--- src/rtl/core/lobm_pkg.sv ---
// Shared types and constants for the limit order book matcher.
// Depends on nothing; every other file of the block imports it.
package lobm_pkg;

    localparam int PRICE_LEVELS = 1024;
    localparam int ADDR_W       = $clog2(PRICE_LEVELS);
    localparam int LEVEL_W      = 32;
    localparam int QTY_W        = 16;
    localparam int TOTAL_W      = 48;
    localparam int PROD_W       = ADDR_W + QTY_W;

    localparam int IN_DATA_W    = 32;
    localparam int OUT_DATA_W   = TOTAL_W + 2 * QTY_W;

    localparam logic [LEVEL_W-1:0] LEVEL_MAX = {LEVEL_W{1'b1}};
    localparam logic [TOTAL_W-1:0] TOTAL_MAX = {TOTAL_W{1'b1}};
    localparam logic [ADDR_W-1:0]  LAST_LEVEL = ADDR_W'(PRICE_LEVELS - 1);

    localparam logic SIDE_BUY  = 1'b0;
    localparam logic SIDE_SELL = 1'b1;

    typedef enum logic [2:0] {
        ST_CLEAR,
        ST_IDLE,
        ST_SCAN,
        ST_DRAIN,
        ST_REST_RD,
        ST_REST_WR,
        ST_FINISH
    } lobm_state_t;

    typedef struct packed {
        logic clear;
        logic accept;
        logic issue;
        logic rest_rd;
        logic rest_wr;
        logic load_out;
    } lobm_cmd_t;

    typedef struct packed {
        logic clear_last;
        logic scan_end;
        logic want_zero;
        logic pipe_empty;
    } lobm_status_t;

endpackage

--- src/rtl/core/lobm_controller.sv ---
// Sequencer of the limit order book matcher: clearing pass, scan, drain,
// rest write-back and result hand-off. Uses lobm_pkg.
module lobm_controller
    import lobm_pkg::*;
(
    input  logic         clk,
    input  logic         rst_n,
    input  logic         s_tvalid,
    output logic         s_tready,
    output logic         m_tvalid,
    input  logic         m_tready,
    input  lobm_status_t status,
    output lobm_cmd_t    cmd
);

    lobm_state_t state_reg, state_next;
    logic        m_valid_reg, m_valid_next;

    always_ff @(posedge clk or negedge rst_n)
    begin
        if (!rst_n)
        begin
            state_reg   <= ST_CLEAR;
            m_valid_reg <= 1'b0;
        end
        else
        begin
            state_reg   <= state_next;
            m_valid_reg <= m_valid_next;
        end
    end

    always_comb
    begin
        state_next   = state_reg;
        cmd          = '0;
        s_tready     = 1'b0;
        m_valid_next = m_valid_reg && !m_tready;
        unique case (state_reg)
            ST_CLEAR:
            begin
                cmd.clear = 1'b1;
                if (status.clear_last)
                begin
                    state_next = ST_IDLE;
                end
            end
            ST_IDLE:
            begin
                s_tready = 1'b1;
                if (s_tvalid)
                begin
                    cmd.accept = 1'b1;
                    state_next = ST_SCAN;
                end
            end
            ST_SCAN:
            begin
                if (status.scan_end || status.want_zero)
                begin
                    state_next = ST_DRAIN;
                end
                else
                begin
                    cmd.issue = 1'b1;
                end
            end
            ST_DRAIN:
            begin
                if (status.pipe_empty)
                begin
                    state_next = ST_REST_RD;
                end
            end
            ST_REST_RD:
            begin
                cmd.rest_rd = 1'b1;
                state_next  = ST_REST_WR;
            end
            ST_REST_WR:
            begin
                cmd.rest_wr = 1'b1;
                state_next  = ST_FINISH;
            end
            ST_FINISH:
            begin
                if (!m_valid_reg || m_tready)
                begin
                    cmd.load_out = 1'b1;
                    m_valid_next = 1'b1;
                    state_next   = ST_IDLE;
                end
            end
            default:
            begin
                state_next = ST_IDLE;
            end
        endcase
    end

    assign m_tvalid = m_valid_reg;

endmodule

--- config.mk ---
export PLATFORM = sky130hd
export DESIGN_NAME = lobm_controller
export DESIGN_NICKNAME = d
export VERILOG_FILES = /design/src/rtl/core/lobm_pkg.sv /design/src/rtl/core/lobm_controller.sv
export SDC_FILE = /design/constraint.sdc
export NUM_CORES = 1
export LEC_CHECK = 0
export BUFFER_PORTS_ARGS = -buffer_cell sky130_fd_sc_hd__buf_4
export CORE_AREA = 2 2 39 41
export CTS_BUF_LIST = sky130_fd_sc_hd__clkbuf_4
export CTS_CLUSTER_DIAMETER = 60
export DETAILED_ROUTE_END_ITERATION = 10
export DIE_AREA = 0 0 41 43
export MAX_ROUTING_LAYER = met4
export PLACE_DENSITY_LB_ADDON = 0.1
export SLEW_MARGIN = 30
export SYNTH_ARGS = -nofsm -noshare
export SYNTH_HDL_FRONTEND = slang
export SYNTH_SLANG_ARGS = --single-unit
--- constraint.sdc ---
create_clock -name clk -period 3.8 [get_ports clk]
set_input_delay 0.57 -clock clk [delete_from_list [all_inputs] [get_ports clk]]
set_output_delay 0.57 -clock clk [all_outputs]
set_load 0.01 [all_outputs]
==> flow_metrics.env, run 1 <==
export IMPL_status="finished, final reports clean"
export IMPL_drcViolationCount=0
export IMPL_peakVddDrop_v=0.0003250
export IMPL_tritoncts="yes"
export IMPL_ys_top_cells_by_count="dfrtp_1 (4), nand2_1 (4), buf_2 (3), nand2b_1 (3), nor2b_1 (3)"
export IMPL_initial_utilization=0.2405
export IMPL_largest_register_ffs=3
export IMPL_diodes=0
export IMPL_syn_to_final_growth_pct=42.11
export IMPL_totalWireLength_um=767
export IMPL_grt_max_degree=15
export IMPL_die_area_um2=1763
export IMPL_pwr_share_clk=0.140
export IMPL_synth_area_leaders="dfrtp_1 (30%), nand2b_1 (5.6%), nor2b_1 (5.6%)"
export IMPL_synth_area_um2=332.8
export IMPL_drt_iter0_drc=3
export IMPL_globalplace_congestion=0.6492
export IMPL_critPathTopFamily="flip-flops"
export IMPL_yosys_area_top_type_share=0.3008
export IMPL_timing_hold_ws_ns=0.1273
export IMPL_worstSetupPathType="register to primary output"
export IMPL_fin_tns_setup_ns=0
export IMPL_seq_power_share=0.305
export IMPL_power_density_nw_per_um2=759.5
export IMPL_drv_slew=0
export IMPL_clkLatencyLatePin_ns=0.23
export IMPL_finalSetupViolCount=0
export IMPL_slowest_delay_ns=0.59
export IMPL_synth_seq_cells=4
export IMPL_max_freq_mhz=470.1
export IMPL_synth_top_flop_cell="dfrtp_1"
export IMPL_finalCritPeriodShare=0.5598
export IMPL_wl_met3_um=38
export IMPL_syn_num_nets=49
export IMPL_required_ns=3.23
export IMPL_worst_pin_slew_ns=0.4231
export IMPL_p_switching_mw=0.1544
export IMPL_ios=16
export IMPL_cts_repair_resized=0
export IMPL_synth_seq_area_share=0.3008
export IMPL_p_int_mw=0.2048
export IMPL_ys_async_sr_fraction=1.000
export IMPL_rsz0062_at_grt="no"
export IMPL_cts_buffer_depth=2
export IMPL_num_rows=14
export IMPL_yosys_area_top_type="dfrtp_1"
export IMPL_layout_min_cycle_time_ns=2.127
export IMPL_dieHeight_um=43
export IMPL_vias=337
export IMPL_final_nets=66
export IMPL_gr_total_overflow=0
export IMPL_cts_buffers=3
export IMPL_fp_coreArea_um2=1384
export IMPL_cts_sinks=4
export IMPL_maxUsedRoutingLayer="met3"
export IMPL_wl_per_cell_um=10.80
export IMPL_fillers=156
export IMPL_cts_root_buffer="clkbuf_4"
export IMPL_power_frac_comb=0.555
export IMPL_synth_edf_count=0
export IMPL_yosysWarningCount=0
export IMPL_relSlewSlack=0.7179
export IMPL_sw_frac_of_total=0.4298
export IMPL_cp_start_kind="register"
export IMPL_worstSetupEndpointType="primary output"
export IMPL_wl_met1_um=341
export IMPL_grt_pass1_wl_um=1152
export IMPL_maxCapViolCount=0
export IMPL_worstPathArrival_ns=1.56
export IMPL_avgSynthCellArea_um2=8.320
export IMPL_hpwl_um=575.3
export IMPL_syn_inst=40
export IMPL_cpMaxStageDelayCell="dfrtp_1"
export IMPL_first_pass_iters=2
export IMPL_postCtsSetupBuffers=0
export IMPL_postCtsHoldBufs=0
export IMPL_viasPerCell=4.746
export IMPL_crit_chain="or3b_1 > nor3_2 > buf_4"
export IMPL_drive_gt1_frac=0.3636
export IMPL_final_hold_violation_count=0
export IMPL_antenna_found_initial=0
export IMPL_fp_dieW_um=41
export IMPL_fin_skew_ns=0.001075
export IMPL_synth_distinct_cells=23
export IMPL_clk_pin_slew_ns=0.04
export IMPL_cts_htree_levels=1
export IMPL_grt_usage=0.1003
export IMPL_critical_path_buf_inv_count=1
export IMPL_route_met2_wl_um=387
export IMPL_min_path_type="input pin to async pin"
export IMPL_grt_pass1_vias=266
export IMPL_port_buffers=15
export IMPL_power_leakage_nw=0.2320
export IMPL_ant_nets=0
export IMPL_crit_fanout=14
-- per-stage QoR --
| stage | total power [mW] | setup slack (ns) | utilization | cell area, um^2 | cells |
|---|---|---|---|---|---|
| floorplan | 0.2438 | 2.075 | - | 332.8 | 40 |
| global placement | 0.3148 | 1.960 | 0.3255 | 450.4 | 68 |
| detailed placement | 0.3112 | 1.918 | 0.3255 | 450.4 | 68 |
| CTS | 0.3655 | 1.666 | 0.3418 | 473.0 | 71 |
| global route | 0.3939 | 1.547 | 0.3418 | 473.0 | 71 |
| finish | 0.3592 | 1.673 | 0.3418 | 473.0 | 71 |
-- worst register-to-register path, cell delays in order (launching register included) --
cell	delay, ns
dfrtp_1	0.59
or3b_1	0.43
nor3_2	0.16
nand3b_1	0.14
mux2_1	0.33
-- logic make-up after synthesis --
| group | after synthesis | share of synthesized area |
|---|---|---|
| AOI/OAI and AO/OA | 7 | 0.1391 |
| adders and majority gates | 1 | 0.03759 |
| buffers and inverters | 4 | 0.05637 |
| DFF | 4 | 0.3008 |
| muxes | 1 | 0.03383 |
| and+or+nand+nor | 23 | 0.4323 |
-- final timing paths --
check	start	endpoint	slack [ns]	depth (start not counted)
worst max register to register	state_reg[1]	state_reg[1]	2.03	4
worst min register to register	m_tvalid	m_tvalid	0.55	2
worst min-delay path	rst_n	state_reg[0]	0.13	1
min in group clk	m_tvalid	m_tvalid	0.55	2
max in group asynchronous	rst_n	m_tvalid	3.57	1
worst max-delay path	state_reg[1]	cmd[3]	1.67	3
-- layout make-up --
cell class / instances / area [um^2] / area share
Timing Repair Buffer: 15 / 112.6 / 0.2381
Clock buffer: 3 / 22.52 / 0.04762
Tap cell: 16 / 20.02 / 0.04233
Sequential cell: 4 / 100.1 / 0.2116
Multi-Input combinational cell: 32 / 214.0 / 0.4524
Inverter: 1 / 3.754 / 0.007937
-- metal layers --
metal | global-route usage | vias up
met3 | 0.01571 | 0
met1 | 0.1373 | 155
li1 | - | 174
met2 | 0.1250 | 8
met5 | - | -
met4 | 0.08000 | 0
-- power by group through the flow --
stage / logic, mW / clock network [mW] / registers (mW)
5_1_grt: 0.219 / 0.0594 / 0.115
6_report: 0.199 / 0.0504 / 0.109
2_1_floorplan: 0.171 / 0 / 0.0725
3_3_place_gp: 0.203 / 0 / 0.112
3_5_place_dp: 0.201 / 0 / 0.110
4_1_cts: 0.202 / 0.0541 / 0.110
-- placed cells by master (no fill, tap or decap), drive strengths merged, types with 2 or more instances in the layout --
cell    count
nand3       2
nor3        3
a21oi       2
buf        15
nand2b      3
clkbuf      3
dfrtp       4
nor3b       2
nand3b      2
nand2       4
nor2b       3
(Power assumes the default switching activity.)
==> run 2, diff against run 1 <==
Settings changed: ABC_AREA from default to 1.
Clock period 3.8 ns to 2 ns, I/O delays scaled along.
==> run 2 against run 1 <==
Sequential cell count unchanged. Sequential power increased by 58%. Clock power increased by 95%. Hold slack improved by 0.25 ns. Largest cell class unchanged.
==> flow_metrics.env, run 2 <==
export IMPL_final_common_cell="buf_4"
export IMPL_synth_top_flop_cell="dfrtp_1"
export IMPL_num_rows=14
export IMPL_power_mw=0.6940
export IMPL_synth_edf_count=0
export IMPL_globalplace_congestion=0.7602
export IMPL_postCtsSetupBuffers=0
export IMPL_min_path_type="input pin to register"
export IMPL_cts_sinks=4
export IMPL_slowest_delay_ns=0.45
export IMPL_clk_pin_slew_ns=0.04
export IMPL_grt_usage=0.1073
export IMPL_totalWireLength_um=761
export IMPL_grt_pass1_vias=327
export IMPL_cpMaxStageDelayCell="dfrtp_1"
export IMPL_antenna_found_initial=0
export IMPL_yosys_area_top_type="dfrtp_1"
export IMPL_synth_area_leaders="dfrtp_1 (28%), nand3_1 (9.7%), nand2_1 (9.3%)"
export IMPL_grt_max_degree=9
export IMPL_timing_hold_ws_ns=0.3768
export IMPL_ant_nets=0
export IMPL_rsz0062_at_grt="no"
export IMPL_post_place_cells=83
export IMPL_worstSetupEndpointType="primary output"
export IMPL_stdcell_count=87
export IMPL_final_cell_mix="buf_4 (15), nand2_1 (9), inv_1 (8)"
export IMPL_fp_coreArea_um2=1384
export IMPL_fp_dieW_um=41
export IMPL_first_pass_iters=4
export IMPL_cts_buffer_depth=2
export IMPL_power_leakage_nw=0.3043
export IMPL_largest_register_ffs=3
export IMPL_yosysMostFrequentCell="nand2_1"
export IMPL_max_freq_mhz=670.3
export IMPL_seqCellArea_um2=100.1
export IMPL_cts_buffers=3
export IMPL_final_hold_violation_count=0
export IMPL_status="finished, final reports clean"
export IMPL_tritoncts="yes"
export IMPL_ys_top_cells_by_count="nand2_1 (9), inv_1 (8), nand3_1 (7), nor2_1 (7), dfrtp_1 (4)"
export IMPL_cp_start_kind="register"
export IMPL_worstSetupPathType="register to primary output"
export IMPL_power_density_nw_per_um2=1333
export IMPL_dieHeight_um=43
export IMPL_crit_chain="inv_2 > nand3_2 > nor2_1 > buf_4"
export IMPL_grt_pass1_wl_um=1283
export IMPL_ios=16
export IMPL_syn_num_nets=62
export IMPL_wl_per_cell_um=8.747
export IMPL_viasPerCell=4.391
export IMPL_syn_to_final_growth_pct=43.45
export IMPL_fin_skew_ns=0.0004694
export IMPL_die_area_um2=1763
export IMPL_hpwl_um=647
export IMPL_finalSetupViolCount=0
export IMPL_drt_iter0_drc=9
export IMPL_drcViolationCount=0
export IMPL_maxCapViolCount=0
export IMPL_synth_distinct_cells=19
export IMPL_critPathTopFamily="flip-flops"
export IMPL_fin_tns_setup_ns=0
export IMPL_initial_utilization=0.2622
export IMPL_layout_min_cycle_time_ns=1.492
export IMPL_cts_root_buffer="clkbuf_4"
export IMPL_synth_area_um2=362.8
export IMPL_cts_repair_resized=0
export IMPL_avgSynthCellArea_um2=6.846
export IMPL_port_buffers=15
export IMPL_worst_pin_slew_ns=0.3032
export IMPL_drive_gt1_frac=0.4085
export IMPL_vias=382
export IMPL_peakVddDrop_v=0.0004776
export IMPL_synth_seq_cells=4
export IMPL_relSlewSlack=0.7979
export IMPL_crit_fanout=7
export IMPL_final_nets=82
export IMPL_diodes=0
export IMPL_drv_slew=0
export IMPL_critical_path_buf_inv_count=2
export IMPL_clkLatencyLatePin_ns=0.23
export IMPL_fillers=163
export IMPL_finalCritPeriodShare=0.7459
export IMPL_syn_inst=53
export IMPL_ys_async_sr_fraction=1.000
export IMPL_yosysWarningCount=0
export IMPL_worstPathArrival_ns=1.19
export IMPL_multiInputGateArea_um2=209.0
export IMPL_yosys_area_top_type_share=0.2759
export IMPL_cts_htree_levels=1
export IMPL_gr_total_overflow=0
export IMPL_required_ns=1.70
export IMPL_synth_seq_area_share=0.2759
-- run 2: changes by cell type in the layout (fill, tap and decap cells not counted), moves of 3 or more --
| cell | previous run | this run |
|---|---|---|
| nor2_1 | 0 | 7 |
| nand2b_1 | 3 | 0 |
| nor2b_1 | 3 | 0 |
| inv_1 | 0 | 8 |
| nand3_1 | 2 | 7 |
| nand2_1 | 4 | 9 |
-- run 2: tightest hold or removal path, stage by stage --
cell	delay [ns]
buf_4	0.08
inv_1	0.03
nand2_1	0.09
nand2_1	0.06
-- run 2: worst paths after layout --
check | start | to | slack, ns | cells past startpoint
setup / recovery | state_reg[2] | cmd[4] | 0.51 | 4
hold / removal | m_tready | m_tvalid | 0.38 | 4
max in group asynchronous | rst_n | state_reg[2] | 1.50 | 2
setup reg to reg | state_reg[1] | state_reg[0] | 0.74 | 5
hold reg to reg | m_tvalid | m_tvalid | 0.55 | 2
min in group asynchronous | rst_n | state_reg[1] | 0.40 | 2
-- run 2: what timing repair did --
item                                    4_1_cts  5_1_grt
hold buffers                                  1        0
hold endpoints to repair                      4        0
endpoints found under the setup margin        0        0
-- run 2: kinds of logic (layout without fill, tap and decap cells) --
logic type | count (synthesis) | in the layout | synth area share
compound gates | 5 | 5 | 0.1138
simple gates | 30 | 30 | 0.4276
flops | 4 | 4 | 0.2759
fa+ha+maj | 1 | 1 | 0.03448
buf+inv | 13 | 31 | 0.1483
-- run 2: stage by stage --
stage | setup WS (ns) | area, um^2 | utilization
2_1_floorplan | 0.8233 | 362.8 | -
3_3_place_gp | 0.7182 | 488.0 | 0.3526
3_5_place_dp | 0.7456 | 488.0 | 0.3526
4_1_cts | 0.4896 | 520.5 | 0.3761
5_1_grt | 0.4405 | 520.5 | 0.3761
6_report | 0.5081 | 520.5 | 0.3761
-- run 2: area by class of cell --
cell class                      instances  area share
Timing Repair Buffer                   16      0.2356
Sequential cell                         4      0.1923
Tap cell                               16     0.03846
Clock buffer                            3     0.04327
Multi-Input combinational cell         36      0.4014
Inverter                               12     0.08894
-- run 2: per-layer routing --
metal | wire [um] | GRT usage | part of all wire | vias to the layer above
met5 | 0 | - | 0 | -
met4 | 0 | 0.04000 | 0 | 0
met3 | 39 | 0.03141 | 0.051 | 0
met2 | 367 | 0.1594 | 0.48 | 6
met1 | 354 | 0.1331 | 0.47 | 168
li1 | - | - | - | 208
-- run 2: report_power, final --
group / total (mW) / switching, mW / leakage (nW) / internal [mW]
logic: 0.424 / 0.230 / 0.239 / 0.194
registers: 0.172 / 0.0590 / 0.0519 / 0.113
clock network: 0.0982 / 0.0312 / 0.0138 / 0.0670
total: 0.694 / 0.320 / 0.304 / 0.374
